--- config.mk ---
export PLATFORM = sky130hd
export DESIGN_NAME = tpcd_post
export DESIGN_NICKNAME = d
export VERILOG_FILES = /design/src/tpcd_pkg.sv /design/src/tpcd_post.sv
export SDC_FILE = /design/constraint.sdc
export NUM_CORES = 2
export LEC_CHECK = 0
export BUFFER_PORTS_ARGS = -buffer_cell sky130_fd_sc_hd__buf_2
export CAP_MARGIN = 20
export CORE_AREA = 3 3 336 338
export DETAILED_ROUTE_END_ITERATION = 8
export DIE_AREA = 0 0 339 341
export PLACE_DENSITY = 0.86
export SYNTH_ARGS = -nofsm -noshare
export SYNTH_HDL_FRONTEND = slang
export SYNTH_SLANG_ARGS = --single-unit
--- constraint.sdc ---
create_clock -name clk -period 19.14 [get_ports clk]
set_input_delay 3.828 -clock clk [delete_from_list [all_inputs] [get_ports clk]]
set_output_delay 3.828 -clock clk [all_outputs]
set_load 0.05 [all_outputs]
--- src/tpcd_pkg.sv ---
// Shared constants, request types and field layout for the triangle coverage and depth core.
`timescale 1ns / 1ps
package tpcd_pkg;

	localparam int SUBPIXEL_BITS    = 4;
	localparam int WEIGHT_FRAC_BITS = 16;

	localparam int PIX_W = 11;
	localparam int CRD_W = 16;
	localparam int DEP_W = 24;
	localparam int WGT_W = 20;

	// Scaled pixel position, vertex differences, products and cross products.
	localparam int PXS_W = PIX_W + SUBPIXEL_BITS;
	localparam int DIF_W = ((PXS_W + 1 > CRD_W) ? PXS_W + 1 : CRD_W) + 1;
	localparam int PRD_W = 2 * DIF_W;
	localparam int CRS_W = PRD_W + 1;
	localparam int MAG_W = CRS_W;
	localparam int QUO_W = MAG_W + WEIGHT_FRAC_BITS;
	localparam int QA_W  = QUO_W + 3;
	localparam int DPR_W = WGT_W + DEP_W + 1;
	localparam int DSM_W = DPR_W + 2;

	localparam logic [DEP_W-1:0] DEPTH_MAX = {DEP_W{1'b1}};

	// Stream layout.
	localparam int IN_W       = 2 * PIX_W + 6 * CRD_W + 3 * DEP_W;
	localparam int IN_DATA_W  = ((IN_W + 7) / 8) * 8;
	localparam int OUT_W      = 1 + 3 * WGT_W + DEP_W;
	localparam int OUT_DATA_W = ((OUT_W + 7) / 8) * 8;
	localparam int OUT_USER_W = 1;

	localparam int OFS_PX = 0;
	localparam int OFS_PY = OFS_PX + PIX_W;
	localparam int OFS_AX = OFS_PY + PIX_W;
	localparam int OFS_AY = OFS_AX + CRD_W;
	localparam int OFS_BX = OFS_AY + CRD_W;
	localparam int OFS_BY = OFS_BX + CRD_W;
	localparam int OFS_CX = OFS_BY + CRD_W;
	localparam int OFS_CY = OFS_CX + CRD_W;
	localparam int OFS_DA = OFS_CY + CRD_W;
	localparam int OFS_DB = OFS_DA + DEP_W;
	localparam int OFS_DC = OFS_DB + DEP_W;

	localparam int OFS_IN  = 0;
	localparam int OFS_WA  = 1;
	localparam int OFS_WB  = OFS_WA + WGT_W;
	localparam int OFS_WC  = OFS_WB + WGT_W;
	localparam int OFS_DEP = OFS_WC + WGT_W;

	typedef struct packed {
		logic        [PIX_W-1:0] px;
		logic        [PIX_W-1:0] py;
		logic signed [CRD_W-1:0] ax;
		logic signed [CRD_W-1:0] ay;
		logic signed [CRD_W-1:0] bx;
		logic signed [CRD_W-1:0] by;
		logic signed [CRD_W-1:0] cx;
		logic signed [CRD_W-1:0] cy;
		logic        [DEP_W-1:0] da;
		logic        [DEP_W-1:0] db;
		logic        [DEP_W-1:0] dc;
	} tri_req_t;

	typedef struct packed {
		logic             covered;
		logic             degen;
		logic             neg_b;
		logic             neg_g;
		logic [DEP_W-1:0] da;
		logic [DEP_W-1:0] db;
		logic [DEP_W-1:0] dc;
	} side_t;

	typedef struct packed {
		logic [MAG_W-1:0] den;
		logic [MAG_W-1:0] rem_b;
		logic [MAG_W-1:0] rem_g;
		logic [QUO_W-1:0] num_b;
		logic [QUO_W-1:0] num_g;
		logic [QUO_W-1:0] q_b;
		logic [QUO_W-1:0] q_g;
		side_t            side;
	} div_t;

	typedef struct packed {
		logic                    covered;
		logic                    degen;
		logic signed [WGT_W-1:0] wa;
		logic signed [WGT_W-1:0] wb;
		logic signed [WGT_W-1:0] wc;
		logic        [DEP_W-1:0] depth;
	} result_t;

endpackage

--- src/tpcd_post.sv ---
// Back pipeline: signed weights, saturation, depth products and depth clamp.
`timescale 1ns / 1ps
module tpcd_post (
	input  logic              clk,
	input  logic              arst_n,
	input  logic              en,
	input  logic              in_valid,
	input  tpcd_pkg::div_t    in_div,
	output logic              out_valid,
	output tpcd_pkg::result_t out_res
);
	import tpcd_pkg::*;

	localparam logic signed [QA_W-1:0] ONE  = QA_W'(1) << WEIGHT_FRAC_BITS;
	localparam logic signed [QA_W-1:0] WMAX = QA_W'((1 << (WGT_W - 1)) - 1);
	localparam logic signed [QA_W-1:0] WMIN = -QA_W'(1 << (WGT_W - 1));

	function automatic logic signed [WGT_W-1:0] sat_w(input logic signed [QA_W-1:0] v);
		if (v > WMAX) begin
			return WMAX[WGT_W-1:0];
		end else if (v < WMIN) begin
			return WMIN[WGT_W-1:0];
		end
		return v[WGT_W-1:0];
	endfunction

	logic                    v_s1, v_s2, v_s3;
	logic signed [QA_W-1:0]  qb, qg, qa;
	logic signed [WGT_W-1:0] wa_s1, wb_s1, wc_s1;
	logic signed [WGT_W-1:0] wa_s2, wb_s2, wc_s2;
	logic [DEP_W-1:0]        da_s1, db_s1, dc_s1;
	logic                    ins_s1, ins_s2, dg_s1, dg_s2;
	logic signed [DPR_W-1:0] ma_s2, mb_s2, mc_s2;
	logic signed [DSM_W-1:0] sum;
	logic signed [DSM_W-1:0] shf;
	result_t                 res_s3;

	assign qb = in_div.side.neg_b ? -QA_W'({1'b0, in_div.q_b}) : QA_W'({1'b0, in_div.q_b});
	assign qg = in_div.side.neg_g ? -QA_W'({1'b0, in_div.q_g}) : QA_W'({1'b0, in_div.q_g});
	assign qa = ONE - qb - qg;

	always_ff @(posedge clk or negedge arst_n) begin
		if (!arst_n) begin
			v_s1 <= 1'b0;
			v_s2 <= 1'b0;
			v_s3 <= 1'b0;
		end else if (en) begin
			v_s1 <= in_valid;
			v_s2 <= v_s1;
			v_s3 <= v_s2;
		end
	end

	assign sum = DSM_W'(ma_s2) + DSM_W'(mb_s2) + DSM_W'(mc_s2);
	assign shf = sum >>> WEIGHT_FRAC_BITS;

	always_ff @(posedge clk) begin
		if (en) begin
			// A flat triangle forces zero weights, which in turn give zero depth.
			wa_s1  <= in_div.side.degen ? '0 : sat_w(qa);
			wb_s1  <= in_div.side.degen ? '0 : sat_w(qb);
			wc_s1  <= in_div.side.degen ? '0 : sat_w(qg);
			da_s1  <= in_div.side.da;
			db_s1  <= in_div.side.db;
			dc_s1  <= in_div.side.dc;
			ins_s1 <= in_div.side.covered;
			dg_s1  <= in_div.side.degen;

			ma_s2  <= wa_s1 * $signed({1'b0, da_s1});
			mb_s2  <= wb_s1 * $signed({1'b0, db_s1});
			mc_s2  <= wc_s1 * $signed({1'b0, dc_s1});
			wa_s2  <= wa_s1;
			wb_s2  <= wb_s1;
			wc_s2  <= wc_s1;
			ins_s2 <= ins_s1;
			dg_s2  <= dg_s1;

			res_s3.covered <= ins_s2;
			res_s3.degen   <= dg_s2;
			res_s3.wa      <= wa_s2;
			res_s3.wb      <= wb_s2;
			res_s3.wc      <= wc_s2;
			if (sum < 0) begin
				res_s3.depth <= '0;
			end else if (shf > $signed(DSM_W'(DEPTH_MAX))) begin
				res_s3.depth <= DEPTH_MAX;
			end else begin
				res_s3.depth <= shf[DEP_W-1:0];
			end
		end
	end

	assign out_valid = v_s3;
	assign out_res   = res_s3;

endmodule

# Word-level counts from Yosys, hierarchy flattened
# Cells that the tools add are included.
# classes
n_addsub,6
mul,3
n_lt_le_gt_ge,8
n_mux,21
# op_table
op,n
$mux W20,9
$gt A54 B20 Y1 const B,3
$lt A54 B20 Y1 const B,3
$mul A20 B25 Y45,3
$mux W54,2
$neg A51 Y54,2
$sub A18 B54 Y54 const A,1
$sub A54 B54 Y54,1
$add A46 B45 Y47,1
$lt A47 B1 Y1 const B,1
$add A45 B45 Y46,1
$gt A31 B25 Y1 const B,1
$mux W24,1
$mux W1,9
# word_totals
ff_bits,420
inputBits,389
out_inout_bits,87
elab_cells,63

# Depth between registers and ports, before layout
# logic_depth
word_depth,9
mapped_depth,29
ltp_nobuf,28

# Least setup slack after synthesis
# OpenSTA, ideal clock, no wires.
# synth_path
path_kind,input to register
start,in in_div[73] (netlist bit)
end,"reg wa_s1[16], data pin"
setup_time_ns,0.257
t_arrival_ns,9.213
t_required_ns,18.883
path_slack_ns,9.670
cell_stages,25
path_buffers,7
cell_sequence,clkbuf_1 clkbuf_1 clkbuf_1 clkbuf_1 clkbuf_1 o21a_1 inv_1 ha_1 inv_1 ha_1 fa_1 a211oi_2 o21bai_1 a31oi_4 a211oi_2 or3_4 a311oi_4 o31a_4 o21ai_1 or4_1 nor4_1 a41o_1 buf_6 buf_12 nand3_2
# synth_via
elab_chain_len,8
word_cells_on_any_way,10
classes_between,add/sub (2); order compare (2); mux (6)
# synth_lines
item,line_no,text
"start, declared",tpcd_post.sv:8,"input tpcd_pkg::div_t in_div,"
$mux W54 (*),tpcd_post.sv:38,"assign qb = in_div.side.neg_b ? -QA_W'({1'b0, in_div.q_b}) : QA_W'({1'b0, in_div.q_b});"
$sub A18 B54 Y54 (*),tpcd_post.sv:40,assign qa = ONE - qb - qg;
$sub A54 B54 Y54 (*),tpcd_post.sv:40,
$lt A54 B20 Y1,tpcd_post.sv:21,end else if (v < WMIN) begin
$mux W1,tpcd_post.sv:21,
$mux W1,tpcd_post.sv:19,if (v > WMAX) begin
$mux W1,tpcd_post.sv:58,if (en) begin
$mux W20 (*),tpcd_post.sv:24,return v[WGT_W-1:0];
"end signal, assigned",tpcd_post.sv:60,wa_s1 <= in_div.side.degen ? '0 : sat_w(qa);
"end, declared",tpcd_post.sv:29,"logic signed [WGT_W-1:0] wa_s1, wb_s1, wc_s1;"
# Every way passes the cells marked *; elsewhere a longest branch is shown, timed or not. The select of a mux whose other input is x is not followed.
# A chain may end at the register's enable or synchronous reset.

# Final worst setup path
# layout_path
start,in in_div[76] (netlist bit)
end,"reg wa_s1[0], data pin"
# layout_via
elab_chain_len,8
word_cells_on_any_way,10
classes_between,add/sub (2); order compare (2); mux (6)
# layout_lines
item,line_no,text
$neg A51 Y54,tpcd_post.sv:39,"assign qg = in_div.side.neg_g ? -QA_W'({1'b0, in_div.q_g}) : QA_W'({1'b0, in_div.q_g});"
$mux W54 (*),tpcd_post.sv:39,
$sub A54 B54 Y54 (*),tpcd_post.sv:40,
$lt A54 B20 Y1,tpcd_post.sv:21,
$mux W1,tpcd_post.sv:21,
$mux W1,tpcd_post.sv:19,
$mux W1,tpcd_post.sv:58,
$mux W20 (*),tpcd_post.sv:24,
# Marks and branches as above.

==> flow_summary.toml <==
[global_route]
grt_pass1_wl_um = 305000
antenna_found_initial = 29
grt_overflow = 0
grt_pass1_vias = 57300
grt_max_degree = 183
grtUsageTotal_pct = 33.8

[sta]
rsz0062_at_grt = "false"
hold_violations = 0
setup_viol = 0
max-slew-margin-rel_pct = 17.1
fin_crit_sh_pct = 55.4
drv_slew = 0
setup_tns_ns = 0
timing.fmax_mhz = 94.2
fin_crit_ns = 10.61
clock_skew_ns = 0.0905
tightest_slew_ns = 1.23

[finish]
synthToLayoutAreaGrowth_pct = 6.26
nNetsFinal = 9683
drive_gt1_share_pct = 6.88
final_common_cell = "inv_1"
most-common-layout-cells = "inv_1 (1397), fa_1 (1224), nand2_1 (817), and2_1 (761), ha_1 (660)"

[hold_path]
min_path_type = "reg -> reg"
hp-start = "wb_s2[1]"
whs_endpoint = "out_res[45]"
hold_path_depth = 0

[synthesis]
syn-instance-count = 7339
synth_area_per_cell_um2 = 9.74
async_reset_ff_share_pct = 0.714
yosysSeqAreaShare_pct = 17.6
synth-seq-cells = 420
synth.distinct_cells = 105
yosysWarnings = 0
syn_nets = 9612
ys_dominant_reg_cell = "edfxtp_1"
synth_area_um2 = 71500
synth_edf_count = 417

[routing]
vias_per_cell = 5.95
wl_per_cell_um = 21.3
vias = 53300
post-route-drc-count = 0
wirelength_um = 191000
firstDrtPassIters = 6
drt_iter0_markers = 4135
ant_nets = 0

[worst_setup_path]
critPathSlowestCell = "a41o_1"
worstReg2RegEnd = "mb_s2[44]"
cpLargestDelayFamily = "compound AO/OA/AOI/OAI gates"
required_ns = 19.45
path_class = "in -> reg"
r2r_slack_ns = 10.43
crit_fanout = 19
cp_num_buf_inv = 2
crit_path_end_kind = "flop"
crit_chain = "buf_2 > inv_1 > ha_1 > or3b_2 > nor3_1 > nand4_1 > o41ai_2 > xnor2_1 > xnor2_1 > ha_1 > a21o_1 > o21bai_1 > a221oi_2 > nand3_1 > or3_4 > a311oi_4 > o31a_4 > o21ai_1 > or4_1 > nor4_1 > a41o_1 > o211ai_1"
r2r-start = "wb_s1[2]"
r2r_cells = 25
worstPathArrival_ns = 10.92
crit_start = "in_div[76]"
start_kind = "input pin"
cpPeakStageDelay_ns = 0.80

[place]
dp_hpwl_um = 148000
portBuffers = 268
gp_congestion = 0.967

[clocking]
insertion_delay_ns = 0.69
cts_resized = 0
numCtsBuffers = 53
root_buffer = "clkbuf_16"
cts.reportedPaths.clkPinSlew_ns = 0.06
cts_setup_buffers = 0
cts_tree = "built"
cts_max_path_buffers = 3
clock-sinks = 420
cts_max_level = 2
holdBufCountCts = 0

[die]
start_util_pct = 64.8
fp.dieW_um = 339
num_io_pins = 476
core_um2 = 110000
dieArea_um2 = 116000
die_h_um = 341
rows = 122

[job]
max_cap_violations = 0

[status]
outcome = "finished, final reports clean"
-- cells in the mapped netlist, drive strengths merged (7+ instances only) --
cell / n / area (µm²)
a2111oi: 7 / 73.8
a211oi: 22 / 190
a21o: 132 / 991
a21oi: 230 / 1160
a221oi: 8 / 76.3
a31oi: 28 / 205
and2: 763 / 4770
and3: 37 / 231
and4: 8 / 70.1
buf: 20 / 153
clkbuf: 303 / 1140
edfxtp: 417 / 12500
fa: 1224 / 24500
ha: 660 / 8260
inv: 1397 / 5240
nand2: 818 / 3070
nand2b: 71 / 444
nand3: 89 / 495
nand3b: 12 / 90.1
nand4: 47 / 309
nor2: 167 / 627
nor2b: 47 / 294
nor3: 60 / 317
nor4: 32 / 277
o211ai: 17 / 138
o21a: 26 / 196
o21ai: 143 / 716
o21bai: 28 / 210
o31ai: 44 / 354
o41ai: 15 / 180
or2: 17 / 106
or3: 20 / 140
or4: 13 / 105
xnor2: 162 / 1430
xor2: 151 / 1330
-- state kept, by name, summed over array words and instances, names as in the netlist, 24 cells and up --
register and count:
mc_s2 45, da_s1 24, db_s1 24, ma_s2 45
out_res 86, mb_s2 45, dc_s1 24
-- per-stage QoR --
stage                     cells  instance area (µm²)  utilization [%]  setup WS (ns)  hold WS, ns
final                      8961                75900             68.8           8.53        0.410
after floorplan            7339                71500                -           9.67        0.400
after detailed placement   8843                74000             67.0           7.98        0.405
after global routing       8950                75900             68.8           8.15        0.408
after global placement     8842                73900             67.0           8.10        0.401
after CTS                  8943                75900             68.8           8.63        0.411
-- logic make-up after synthesis --
family                     count (synthesis)  share of synthesized area, %
AOI/OAI and AO/OA                        771                          7.24
xor gates and xnor gates                 313                          3.86
adders and majority gates               1884                          45.8
buffers and inverters                   1720                          9.14
DFF                                      420                          17.6
muxes                                     12                         0.179
and+or+nand+nor                         2219                          16.1
-- worst max-delay path by stage --
stage / endpoint / slack (ns) / cells past startpoint
after global placement: wa_s1[0] / 8.10 / 22
final: wa_s1[0] / 8.53 / 22
after global routing: wa_s1[2] / 8.15 / 22
after detailed placement: wa_s1[0] / 7.98 / 22
after floorplan: wa_s1[16] / 9.67 / 25
after CTS: wa_s1[0] / 8.63 / 22
-- layer usage --
metal / track usage [%] / share of wire [%] / routed length, µm
met2: 55.2 / 47 / 90800
met1: 42.9 / 37 / 70800
met4: 17.9 / 5.6 / 10700
met3: 6.64 / 9.8 / 18800
met5: 0 / 0.042 / 80
-- area by class of cell --
type,instances,area (µm²)
Inverter,1397,5240
Sequential cell,420,12600
Clock inverter,42,586
Timing Repair Buffer,339,1920
Clock buffer,58,1350
Multi-Input combinational cell,5199,52300
Tap cell,1488,1860
Antenna cell,18,45.0
Fill cell,8034,34400
Power is left out: the tool's default activity adds up to more than one toggle a clock period on the data nets, which glitch-free logic cannot reach.
