===== src/tpcd_pkg.sv =====
// Shared constants, request types and field layout for the triangle coverage and depth core.
`timescale 1ns / 1ps
package tpcd_pkg;

	localparam int SUBPIXEL_BITS    = 4;
	localparam int WEIGHT_FRAC_BITS = 16;

	localparam int PIX_W = 11;
	localparam int CRD_W = 16;
	localparam int DEP_W = 24;
	localparam int WGT_W = 20;

	// Scaled pixel position, vertex differences, products and cross products.
	localparam int PXS_W = PIX_W + SUBPIXEL_BITS;
	localparam int DIF_W = ((PXS_W + 1 > CRD_W) ? PXS_W + 1 : CRD_W) + 1;
	localparam int PRD_W = 2 * DIF_W;
	localparam int CRS_W = PRD_W + 1;
	localparam int MAG_W = CRS_W;
	localparam int QUO_W = MAG_W + WEIGHT_FRAC_BITS;
	localparam int QA_W  = QUO_W + 3;
	localparam int DPR_W = WGT_W + DEP_W + 1;
	localparam int DSM_W = DPR_W + 2;

	localparam logic [DEP_W-1:0] DEPTH_MAX = {DEP_W{1'b1}};

	// Stream layout.
	localparam int IN_W       = 2 * PIX_W + 6 * CRD_W + 3 * DEP_W;
	localparam int IN_DATA_W  = ((IN_W + 7) / 8) * 8;
	localparam int OUT_W      = 1 + 3 * WGT_W + DEP_W;
	localparam int OUT_DATA_W = ((OUT_W + 7) / 8) * 8;
	localparam int OUT_USER_W = 1;

	localparam int OFS_PX = 0;
	localparam int OFS_PY = OFS_PX + PIX_W;
	localparam int OFS_AX = OFS_PY + PIX_W;
	localparam int OFS_AY = OFS_AX + CRD_W;
	localparam int OFS_BX = OFS_AY + CRD_W;
	localparam int OFS_BY = OFS_BX + CRD_W;
	localparam int OFS_CX = OFS_BY + CRD_W;
	localparam int OFS_CY = OFS_CX + CRD_W;
	localparam int OFS_DA = OFS_CY + CRD_W;
	localparam int OFS_DB = OFS_DA + DEP_W;
	localparam int OFS_DC = OFS_DB + DEP_W;

	localparam int OFS_IN  = 0;
	localparam int OFS_WA  = 1;
	localparam int OFS_WB  = OFS_WA + WGT_W;
	localparam int OFS_WC  = OFS_WB + WGT_W;
	localparam int OFS_DEP = OFS_WC + WGT_W;

	typedef struct packed {
		logic        [PIX_W-1:0] px;
		logic        [PIX_W-1:0] py;
		logic signed [CRD_W-1:0] ax;
		logic signed [CRD_W-1:0] ay;
		logic signed [CRD_W-1:0] bx;
		logic signed [CRD_W-1:0] by;
		logic signed [CRD_W-1:0] cx;
		logic signed [CRD_W-1:0] cy;
		logic        [DEP_W-1:0] da;
		logic        [DEP_W-1:0] db;
		logic        [DEP_W-1:0] dc;
	} tri_req_t;

	typedef struct packed {
		logic             covered;
		logic             degen;
		logic             neg_b;
		logic             neg_g;
		logic [DEP_W-1:0] da;
		logic [DEP_W-1:0] db;
		logic [DEP_W-1:0] dc;
	} side_t;

	typedef struct packed {
		logic [MAG_W-1:0] den;
		logic [MAG_W-1:0] rem_b;
		logic [MAG_W-1:0] rem_g;
		logic [QUO_W-1:0] num_b;
		logic [QUO_W-1:0] num_g;
		logic [QUO_W-1:0] q_b;
		logic [QUO_W-1:0] q_g;
		side_t            side;
	} div_t;

	typedef struct packed {
		logic                    covered;
		logic                    degen;
		logic signed [WGT_W-1:0] wa;
		logic signed [WGT_W-1:0] wb;
		logic signed [WGT_W-1:0] wc;
		logic        [DEP_W-1:0] depth;
	} result_t;

endpackage


===== src/tpcd_div_cell.sv =====
// One restoring division cell: one quotient bit each for the beta and gamma weights.
`timescale 1ns / 1ps
module tpcd_div_cell (
	input  logic           clk,
	input  logic           arst_n,
	input  logic           en,
	input  logic           in_valid,
	input  tpcd_pkg::div_t in_div,
	output logic           out_valid,
	output tpcd_pkg::div_t out_div
);
	import tpcd_pkg::*;

	logic [MAG_W:0] t_b, t_g, dv, df_b, df_g;
	logic           ge_b, ge_g;
	div_t           nxt;

	assign dv   = {1'b0, in_div.den};
	assign t_b  = {in_div.rem_b, in_div.num_b[QUO_W-1]};
	assign t_g  = {in_div.rem_g, in_div.num_g[QUO_W-1]};
	assign ge_b = (t_b >= dv);
	assign ge_g = (t_g >= dv);
	assign df_b = t_b - dv;
	assign df_g = t_g - dv;

	always_comb begin
		nxt       = in_div;
		nxt.rem_b = ge_b ? df_b[MAG_W-1:0] : t_b[MAG_W-1:0];
		nxt.rem_g = ge_g ? df_g[MAG_W-1:0] : t_g[MAG_W-1:0];
		nxt.num_b = {in_div.num_b[QUO_W-2:0], 1'b0};
		nxt.num_g = {in_div.num_g[QUO_W-2:0], 1'b0};
		nxt.q_b   = {in_div.q_b[QUO_W-2:0], ge_b};
		nxt.q_g   = {in_div.q_g[QUO_W-2:0], ge_g};
	end

	always_ff @(posedge clk or negedge arst_n) begin
		if (!arst_n) begin
			out_valid <= 1'b0;
		end else if (en) begin
			out_valid <= in_valid;
		end
	end

	always_ff @(posedge clk) begin
		if (en) begin
			out_div <= nxt;
		end
	end

endmodule


===== config.mk =====
export PLATFORM = sky130hd
export DESIGN_NAME = tpcd_div_cell
export DESIGN_NICKNAME = d
export VERILOG_FILES = /design/src/tpcd_pkg.sv /design/src/tpcd_div_cell.sv
export SDC_FILE = /design/constraint.sdc
export NUM_CORES = 1
export LEC_CHECK = 0
export BUFFER_PORTS_ARGS = -buffer_cell sky130_fd_sc_hd__buf_2
export CORE_AREA = 2 2 302 304
export CTS_CLUSTER_DIAMETER = 40
export DETAILED_ROUTE_END_ITERATION = 10
export DIE_AREA = 0 0 304 306
export PLACE_DENSITY = 0.39
export SLEW_MARGIN = 30
export SYNTH_ARGS = -nofsm -noshare
export SYNTH_HDL_FRONTEND = slang
export SYNTH_SLANG_ARGS = --single-unit
export TNS_END_PERCENT = 30

===== constraint.sdc =====
create_clock -name clk -period 1.55 [get_ports clk]
set_clock_uncertainty 0.2 [all_clocks]
set_input_delay 0.31 -clock clk [delete_from_list [all_inputs] [get_ports clk]]
set_output_delay 0.31 -clock clk [all_outputs]
set_load 0.05 [all_outputs]

# --- After elaboration in Yosys (flattened, before gate mapping) ---
# Index checks and enable logic that the tools add are counted.
totals:
  register_bits: 384
  inputBits: 389
  elab_cells: 21
classes:
  muxes: 2
  magnitude_cmp: 2
  addsub: 2
op_table:
  columns: ["cell", "n"]
  rows:
  - ["36-bit by 35-bit greater-or-equal comparator with 1-bit output", 2]
  - ["35-bit 2-to-1 mux", 2]
  - ["35-bit subtractor", 2]

# --- Longest topological paths before layout ---
# Gate-level depths: netlist of run 1.
logic_depth:
  ltp_word: 2
  mapped_depth: 13

# --- Worst setup path before layout of run 1 ---
# No wires, ideal clock.
synth_path:
  kind: "in2reg"
  startpoint: "in in_div[371] (netlist bit)"
  endpoint: "reg out_div[285] (netlist bit), data pin"
  path_stages: 10
  required_time_ns: 1.088
  t_arrival_ns: 2.642
  path_buffers: 1
  setup_slack_ns: -1.555
  setup_time_ns: 0.262
  path_cell_list: "inv_1 -> ha_1 -> a21o_1 -> a211oi_1 -> nor2_1 -> o41ai_1 -> a21bo_2 -> a2111oi_4 -> buf_4 -> mux2_1"
synth_lines:
  columns: ["element", "line", "rtl"]
  rows:
  - ["start, declared", "tpcd_div_cell.sv:8", "input tpcd_pkg::div_t in_div,"]
  - ["end signal, assigned", "tpcd_div_cell.sv:46", "out_div <= nxt;"]
  - ["end, declared", "tpcd_div_cell.sv:10", "output tpcd_pkg::div_t out_div"]

==> impl_metrics.env, run 1 <==
export IMPL_holdPathStages=4
export IMPL_yosys_most_used_dff="edfxtp_1"
export IMPL_ant_nets=0
export IMPL_synth_compound_area_frac=0.1149
export IMPL_grt_pass1_vias=17260
export IMPL_yosysTopAreaCell="edfxtp_1"
export IMPL_synth_enable_flop_cells=383
export IMPL_design_die_area_um2=93020
export IMPL_setup_tns_ps=-133740
export IMPL_synthArstFlopShare=0.002604
export IMPL_die_x_um=304
export IMPL_setup_violations_final=456
export IMPL_grt_max_degree=33
export IMPL_yosys_top_cells_area="edfxtp_1, ha_1, a21oi_1"
export IMPL_rrSetupSlack_ps=540
export IMPL_p_seq_frac=0.301
export IMPL_rows=110
export IMPL_drt_initial_drc_count=871
export IMPL_synth_top_area_frac=0.7049
export IMPL_cp_end_kind="flip-flop"
export IMPL_power_density_nw_per_um2=1245
export IMPL_leakagePower_nw=14.74
export IMPL_maxSlewViolCount=0
export IMPL_port_buffer_count=770
export IMPL_cts_path_max_buffers=3
export IMPL_fin_crit_ps=2549
export IMPL_yosys_area_share_simple=0.06771
export IMPL_synth_warning_count=0
export IMPL_viasPerCell=4.127
export IMPL_synthXorXnorAreaFrac=0.03060
export IMPL_path_cells="buf_8, inv_8, ha_4, nand4_1, or4_4, o41ai_4, o221a_2, a2111oi_4, buf_6, buf_6, clkbuf_16, nand2_4, o21ai_2"
export IMPL_violations="negative setup slack"
export IMPL_drt_wl_total_um=92440
export IMPL_hold_end="out_div[304]$_DFFE_PP_"
export IMPL_fillCellCount=8804
export IMPL_ys_seq_elements=384
export IMPL_timing_fmax_mhz=392.4
export IMPL_required_ps=1720
export IMPL_total_power_mw=43.09
export IMPL_final_hold_viol_count=0
export IMPL_seq_area_um2=11530
export IMPL_grt_overflow=0
export IMPL_rsz0062_at_grt="yes"
export IMPL_synth_cells=1138
export IMPL_cts_tree="yes"
export IMPL_crit_start="in_div[355]"
export IMPL_ir_worst_vdd_mv=0.7579
export IMPL_grt_pass1_wl_um=126000
export IMPL_min_from="in_div[303]"
export IMPL_wl_per_cell_um=23.18
export IMPL_synth_area_um2=16320
export IMPL_power_clock_fraction=0.430
export IMPL_drc=0
export IMPL_area_growth_pct=112.0
export IMPL_r2r_end="out_valid$_DFFE_PN0P_"
export IMPL_track_usage=0.1898
export IMPL_p_int_mw=29.13
export IMPL_finalWorstSetupSlack_ps=-998.6
export IMPL_multi_input_area_um2=6110
export IMPL_pin_count=775
export IMPL_path_delay_family="simple AND/OR/NAND/NOR gates"
export IMPL_switching_share=0.3240
export IMPL_insertion_delay_ps=620
export IMPL_num_nets_final=3197
export IMPL_die_height_um=306
export IMPL_gp_congestion=0.8742
export IMPL_core_area_um2=89600
export IMPL_post_route_period_util=1.644
export IMPL_r2r_start="out_valid$_DFFE_PN0P_"
export IMPL_rr_worst_depth=1
export IMPL_crit_type="primary input to flip-flop"
export IMPL_dr_pass1_iters=7
export IMPL_ys_types=63
export IMPL_hp_class="primary input to flip-flop"
export IMPL_cp_slowest_cell="or4_4"
export IMPL_crit_top_cell="buf_6"
export IMPL_synth_area_per_cell_um2=14.34
export IMPL_start_kind="primary input"
export IMPL_drive_above_1_share=0.5651
export IMPL_start_util=0.1821
export IMPL_path_max_fanout=8
export IMPL_synth_top_family_by_area="compound AO/OA/AOI/OAI gates"
export IMPL_muxShareOfSynthArea=0.001380
export IMPL_max_cap_viol_count=0
export IMPL_dp_slack_ps=-1895
export IMPL_power_frac_comb=0.268
export IMPL_clockRootBuffer="clkbuf_16"
export IMPL_max_stage_delay_ps=620
export IMPL_seq_area_frac_synth=0.7064
export IMPL_whs_ps=55.52
export IMPL_yosys_area_share_adder=0.05613
export IMPL_arrival_ps=2720
export IMPL_p_switching_mw=13.96
export IMPL_via_count=16460
export IMPL_antenna_found_initial=27
export IMPL_htreeDepth=3
export IMPL_dp_hpwl_um=71690
export IMPL_clk_pin_slew_ps=40
export IMPL_cts_sinks=384
export IMPL_status="finished, violations left"
export IMPL_numCtsBuffers=82
export IMPL_cp_num_buf_inv=5
## timing repair
action | in CTS | in global routing
setup buffers | 26 | 27
resized for setup | 420 | 412
pin swaps | 107 | 69
setup endpoints to repair | 456 | 456
hold buffers | 386 | 1
cloned | 10 | 5
endpoints found under the hold margin | 445 | 1
## power groups by stage
stage | clock network [mW] | registers, mW | logic [mW]
floorplan | 0 | 16.5 | 1.75
global placement | 0 | 13.1 | 9.05
detailed placement | 0 | 13.1 | 9.04
CTS | 18.9 | 12.9 | 11.0
global route | 19.4 | 13.1 | 12.1
finish | 18.5 | 13.0 | 11.6
## cells in the final DEF, fill, tap and decap left out, drive strengths merged, types with 17 or more instances in the layout
cell type / n
nand2: 93
a21o: 30
edfxtp: 383
o21ai: 77
xor2: 28
buf: 1154
nor3: 17
ha: 70
inv: 77
dlygate4sd3: 387
clkbuf: 89
xnor2: 29
clkinv: 25
nor2: 52
a21oi: 87
## cell type report
class,count,area share
Antenna cell,9,0.0006509
Tap cell,1176,0.04253
Sequential cell,384,0.3331
Timing Repair Buffer,1546,0.3533
Clock inverter,67,0.02437
Inverter,58,0.009294
Clock buffer,84,0.05952
Multi-Input combinational cell,663,0.1766
Timing Repair inverter,1,0.0005786
## registers in the layout, summed over array words and instances (netlist names)
register,flops
out_valid,1
out_div,383
## tightest hold or removal path, cell delays in order
cell,delay [ps]
buf_2,120
ha_4,150
xor2_1,70
o21ai_1,120
## worst max path at each step
stage / end / slack (ps) / cells past startpoint
floorplan: out_div[285]$_DFFE_PP_ / -1340 / 10
global placement: out_div[311]$_DFFE_PP_ / -1890 / 12
detailed placement: out_div[335]$_DFFE_PP_ / -1890 / 13
CTS: out_div[342]$_DFFE_PP_ / -930 / 14
global route: out_div[297]$_DFFE_PP_ / -1010 / 13
finish: out_div[281]$_DFFE_PP_ / -1000 / 13
## Yosys cell counts (3+ instances only)
library cell,instances
a211oi_1,13
and4_1,5
buf_2,7
a21o_1,30
nand2b_1,7
nor2b_1,8
xor2_1,28
and3_1,9
a21boi_0,3
ha_1,70
nand3_1,12
o21a_1,11
edfxtp_1,383
nand2_1,93
or3_1,5
and2_1,5
clkbuf_1,23
nor4_1,5
o2111ai_1,4
o31ai_1,10
o211ai_1,7
o21ai_0,76
nor2_1,52
nand4_1,11
o221ai_1,3
inv_1,57
a31oi_1,3
nor3_1,17
a211o_1,3
xnor2_1,29
buf_4,4
a21oi_1,87
o21bai_1,13
o31a_1,6
or2_2,3
## cells by family (layout without fill, tap and decap cells)
kind of cell | Yosys count | in the layout
adders and majority gates | 72 | 72
buffers and inverters | 92 | 1756
and+or+nand+nor | 237 | 237
xor gates and xnor gates | 57 | 57
AOI/OAI and AO/OA | 293 | 293
other | 1 | 11
DFF | 384 | 384
muxes | 2 | 2
## per-layer routing
layer | GRT usage | routed length, um | vias up
met2 | 0.3404 | 46590 | 588
met1 | 0.2098 | 35050 | 8072
met4 | 0.07335 | 4166 | 28
met5 | 0 | 169 | -
met3 | 0.05730 | 6460 | 189
li1 | - | - | 7583
## stage by stage
stage | cells | util | cell area (um^2)
CTS | 3953 | 0.3697 | 33120
global route | 3980 | 0.3859 | 34580
detailed placement | 3384 | 0.2718 | 24350
floorplan | 1139 | - | 16470
global placement | 3384 | 0.2718 | 24350
finish | 3988 | 0.3862 | 34600
No activity file was read; power rests on OpenSTA's default activity.
==> inputs of run 2 (changes only) <==
--- a/config.mk
+++ b/config.mk
@@ -10,7 +10,7 @@
 export CTS_CLUSTER_DIAMETER = 40
 export DETAILED_ROUTE_END_ITERATION = 10
 export DIE_AREA = 0 0 304 306
-export PLACE_DENSITY = 0.39
+export PLACE_DENSITY = 0.44
 export SLEW_MARGIN = 30
 export SYNTH_ARGS = -nofsm -noshare
 export SYNTH_HDL_FRONTEND = slang
==> constraint.sdc (replaced) <==
create_clock -name clk -period 3.3 [get_ports clk]
set_clock_uncertainty 0.2 [all_clocks]
set_input_delay 0.66 -clock clk [delete_from_list [all_inputs] [get_ports clk]]
set_output_delay 0.66 -clock clk [all_outputs]
set_load 0.05 [all_outputs]
==> impl_metrics.env, run 2 (synthesis results as in run 1) <==
export IMPL_antenna_found_initial=27
export IMPL_required_ps=3480
export IMPL_crit_start="in_div[374]"
export IMPL_setup_violations_final=0
export IMPL_power_density_nw_per_um2=644.6
export IMPL_rr_worst_depth=1
export IMPL_hp_class="primary input to flip-flop"
export IMPL_start_kind="primary input"
export IMPL_final_hold_viol_count=0
export IMPL_fin_util=0.3298
export IMPL_crit_type="primary input to flip-flop"
export IMPL_final_cells=3774
export IMPL_crit_path_end="out_div[285]$_DFFE_PP_"
export IMPL_grt_pass1_wl_um=123600
export IMPL_drt_initial_drc_count=1045
export IMPL_ant_nets=0
export IMPL_num_nets_final=2982
export IMPL_drc=0
export IMPL_largest_register_ffs=383
export IMPL_numCtsBuffers=83
export IMPL_start_util=0.1821
export IMPL_r2r_end="out_valid$_DFFE_PN0P_"
export IMPL_ir_worst_vdd_mv=0.3029
export IMPL_cts_tree="yes"
export IMPL_grt_overflow=0
export IMPL_die_x_um=304
export IMPL_slew_headroom=0.4819
export IMPL_maxSlewViolCount=0
export IMPL_rows=110
export IMPL_final_cell_mix="buf_2, edfxtp_1, dlygate4sd3_1"
export IMPL_gp_congestion=0.9221
export IMPL_status="finished, final reports clean"
export IMPL_cts_sinks=384
export IMPL_viasPerCell=4.089
export IMPL_max_cap_viol_count=0
export IMPL_arrival_ps=3430
export IMPL_htreeDepth=3
export IMPL_wl_per_cell_um=23.97
export IMPL_grt_max_degree=58
export IMPL_placed_cells=3315
export IMPL_top_regs="out_div x383, out_valid x1"
export IMPL_core_area_um2=89600
export IMPL_insertion_delay_ps=630
export IMPL_pin_count=775
export IMPL_path_max_fanout=8
export IMPL_post_route_period_util=0.9851
export IMPL_grt_pass1_vias=16230
export IMPL_largest_register="out_div"
export IMPL_dp_hpwl_um=73430
export IMPL_fin_crit_ps=3251
export IMPL_cts_path_max_buffers=3
export IMPL_area_growth_pct=81.12
export IMPL_tightest_slew_ps=770.6
export IMPL_design_die_area_um2=93020
export IMPL_setup_tns_ps=0
export IMPL_drt_wl_total_um=90460
export IMPL_mostFrequentLayoutCell="buf_2"
export IMPL_clockRootBuffer="clkbuf_16"
export IMPL_timing_fmax_mhz=307.6
export IMPL_cp_end_kind="flip-flop"
export IMPL_dp_slack_ps=-592.8
export IMPL_r2r_start="out_valid$_DFFE_PN0P_"
export IMPL_finalWorstSetupSlack_ps=49.10
export IMPL_track_usage=0.1878
export IMPL_rsz0062_at_grt="no"
export IMPL_port_buffer_count=770
export IMPL_clk_pin_slew_ps=50
export IMPL_leakagePower_nw=12.93
export IMPL_drive_above_1_share=0.4668
export IMPL_rrSetupSlack_ps=2340
export IMPL_dr_pass1_iters=5
export IMPL_die_height_um=306
export IMPL_via_count=15430
-- run 2: cell count changes in the layout (fill, tap and decap cells not counted), sizes merged --
cell / delta
clkinv: +10
dlygate4sd3: -95
buf: -116
dlymetal6s4s: +1
bufinv: -3
diode: -1
clkinvlp: -6
inv: -4
-- run 2: cell type report --
| cell class | count | area (um^2) |
|---|---|---|
| Tap cell | 1176 | 1471 |
| Multi-Input combinational cell | 663 | 4526 |
| Timing Repair Buffer | 1331 | 8927 |
| Sequential cell | 384 | 11530 |
| Clock buffer | 89 | 2100 |
| Clock inverter | 65 | 765.7 |
| Inverter | 58 | 217.7 |
| Fill cell | 9078 | 60050 |
| Antenna cell | 8 | 20.02 |
-- run 2: what timing repair did --
item                                   CTS  global route
endpoints found under the hold margin  293             0
setup buffers                            0             5
setup endpoints to repair                0            41
hold buffers                           293             0
resized for setup                        0            29
-- run 2: worst min path at each step --
stage / startpoint / end / cells after the start
2_1_floorplan: arst_n / out_valid$_DFFE_PN0P_ / 0
3_3_place_gp: arst_n / out_valid$_DFFE_PN0P_ / 1
3_5_place_dp: arst_n / out_valid$_DFFE_PN0P_ / 1
4_1_cts: in_div[79] / out_div[80]$_DFFE_PP_ / 1
5_1_grt: in_div[244] / out_div[245]$_DFFE_PP_ / 1
6_report: in_div[244] / out_div[245]$_DFFE_PP_ / 1
-- run 2: report_power, final --
group | total, mW | switching [mW] | leakage (nW) | internal (mW)
clock network | 8.53 | 3.05 | 1.38 | 5.48
registers | 6.09 | 0.167 | 3.76 | 5.93
logic | 4.43 | 3.02 | 7.78 | 1.41
total | 19.1 | 6.24 | 12.9 | 12.8
-- run 2: layer usage --
layer	global-route usage	part of all wire	up-vias
li1	-	-	7138
met1	0.2075	0.38	7555
met2	0.3430	0.52	588
met3	0.05475	0.070	122
met4	0.06283	0.030	28
met5	0	0.0019	-
-- run 2: through the flow --
step | hold WS, ps | total power, mW | instance area [um^2]
after floorplan | 164.4 | 8.542 | 16350
after global placement | 237.4 | 10.30 | 23600
after detailed placement | 236.0 | 10.30 | 23600
after CTS | 0.5857 | 19.28 | 29400
after global routing | 12.84 | 19.76 | 29540
final | 47.59 | 19.05 | 29550
-- run 2: worst max-delay path: stages --
cell	delay, ps
dlygate4sd3_1	530
buf_2	130
inv_2	80
ha_4	210
buf_4	140
o21ai_2	50
nor2_2	70
o41ai_2	330
a21bo_2	290
a2111oi_4	430
buf_12	200
mux2_4	300
==> inputs of run 3 (changes only) <==
--- a/config.mk
+++ b/config.mk
@@ -10,8 +10,8 @@
 export CTS_CLUSTER_DIAMETER = 40
 export DETAILED_ROUTE_END_ITERATION = 10
 export DIE_AREA = 0 0 304 306
-export PLACE_DENSITY = 0.44
-export SLEW_MARGIN = 30
+export PLACE_DENSITY_LB_ADDON = 0.15
+export SLEW_MARGIN = 20
 export SYNTH_ARGS = -nofsm -noshare
 export SYNTH_HDL_FRONTEND = slang
 export SYNTH_SLANG_ARGS = --single-unit
==> impl_metrics.env, run 3 (synthesis results as in run 1) <==
export IMPL_largest_register_ffs=383
export IMPL_ir_worst_vdd_mv=0.3250
export IMPL_rsz0062_at_grt="yes"
export IMPL_status="finished, final reports clean"
export IMPL_cts_path_max_buffers=3
export IMPL_grt_overflow=0
export IMPL_die_x_um=304
export IMPL_slew_headroom=0.5338
export IMPL_final_cell_mix="buf_2, edfxtp_1, dlygate4sd3_1"
export IMPL_via_count=15030
export IMPL_cp_end_kind="flip-flop"
export IMPL_total_power_mw=19.11
export IMPL_required_ps=3490
export IMPL_power_density_nw_per_um2=647.4
export IMPL_fin_util=0.3294
export IMPL_pin_count=775
export IMPL_start_kind="primary input"
export IMPL_clockRootBuffer="clkbuf_16"
export IMPL_drc=0
export IMPL_num_nets_final=2967
export IMPL_antenna_found_initial=24
export IMPL_largest_register="out_div"
export IMPL_start_util=0.1821
export IMPL_crit_type="primary input to flip-flop"
export IMPL_final_hold_viol_count=0
export IMPL_design_die_area_um2=93020
export IMPL_htreeDepth=3
export IMPL_fin_crit_ps=3243
export IMPL_grt_max_degree=68
export IMPL_setup_tns_ps=0
export IMPL_timing_fmax_mhz=308.3
export IMPL_whs_ps=53.43
export IMPL_rrSetupSlack_ps=2360
export IMPL_path_max_fanout=10
export IMPL_placed_area_um2=23400
export IMPL_wl_per_cell_um=21.88
export IMPL_grt_pass1_vias=15920
export IMPL_mostFrequentLayoutCell="buf_2"
export IMPL_port_buffer_count=770
export IMPL_track_usage=0.1710
export IMPL_numCtsBuffers=84
export IMPL_maxSlewViolCount=0
export IMPL_rows=110
export IMPL_die_height_um=306
export IMPL_top_regs="out_div x383, out_valid x1"
export IMPL_dp_hpwl_um=66490
export IMPL_cts_tree="yes"
export IMPL_finalWorstSetupSlack_ps=56.89
export IMPL_placed_cells=3290
export IMPL_min_from="in_div[359]"
export IMPL_drt_initial_drc_count=823
export IMPL_core_area_um2=89600
export IMPL_leakagePower_nw=12.83
export IMPL_ant_nets=0
export IMPL_hp_class="primary input to flip-flop"
export IMPL_cts_sinks=384
export IMPL_grt_pass1_wl_um=113700
export IMPL_setup_violations_final=0
export IMPL_final_cells=3762
export IMPL_drt_wl_total_um=82310
export IMPL_viasPerCell=3.995
export IMPL_dp_slack_ps=-554.1
export IMPL_post_route_period_util=0.9828
export IMPL_tightest_slew_ps=693.4
export IMPL_r2r_start="out_valid$_DFFE_PN0P_"
export IMPL_insertion_delay_ps=650
export IMPL_dr_pass1_iters=4
export IMPL_area_growth_pct=80.88
export IMPL_gp_congestion=0.8467
export IMPL_clk_pin_slew_ps=50
export IMPL_arrival_ps=3430
export IMPL_drive_above_1_share=0.4583
export IMPL_max_cap_viol_count=0
export IMPL_finish_instance_area_um2=29510
export IMPL_crit_start="in_div[381]"
==> run 3: cell types whose count changed in the layout (fill, tap and decap cells not counted), moves of 3 or more <==
cell,change
buf_4,-21
clkinvlp_4,+11
dlygate4sd3_1,+10
clkinv_4,-6
a211oi_1,+3
a211oi_2,-3
buf_6,-3
clkbuf_16,+3
clkinv_16,+3
diode_2,+3
inv_6,-3
o21ai_0,+3
==> run 3: timing repair <==
| action | in CTS | in global routing |
|---|---|---|
| buffers inserted | 0 | 4 |
| gates resized for setup | 0 | 15 |
| endpoints found under the hold margin | 300 | 2 |
| hold buffers | 300 | 2 |
| setup endpoints to repair | 0 | 55 |
==> run 3: where the power goes <==
part / switching (mW) / internal [mW] / total, mW
clock network: 3.14 / 5.56 / 8.71
logic: 2.95 / 1.39 / 4.35
registers: 0.132 / 5.92 / 6.05
==> run 3: area by class of cell <==
cell class              count  area [um^2]
fillers                  9175        60080
flip-flops and latches    384        11530
repair buffers           1315         8823
multi-input cells         663         4493
clock buffers              89         2121
well taps                1176         1471
clock inverters            66        834.6
inverters                  58        217.7
diodes                     11        27.53
==> run 3: per-layer routing <==
metal  part of all wire  up-vias  track usage  routed length [um]
li1                   -     7110            -                   -
met1               0.38     7215       0.1856               31530
met2               0.52      538       0.3097               42460
met3              0.058      150      0.04908                4756
met4              0.042       18      0.07289                3450
met5             0.0014        -            0                 115
==> run 3: path summary, 6_finish.rpt <==
check	endpoint	cells after the start
worst max-delay path	out_div[342]$_DFFE_PP_	14
worst min-delay path	out_div[359]$_DFFE_PP_	1
worst max register to register	out_valid$_DFFE_PN0P_	1
worst min register to register	out_valid$_DFFE_PN0P_	1
max in group asynchronous	out_valid$_DFFE_PN0P_	2
min in group asynchronous	out_valid$_DFFE_PN0P_	2
==> run 3: critical path, stage by stage <==
cell           delay, ps
dlygate4sd3_1        530
buf_2                130
inv_1                110
ha_1                 260
nand4_1              140
or2_4                170
nor3_1                50
buf_4                140
a311o_1              250
a211oi_1             250
o21a_1               220
buf_4                200
a21oi_1               50
a32o_1               250
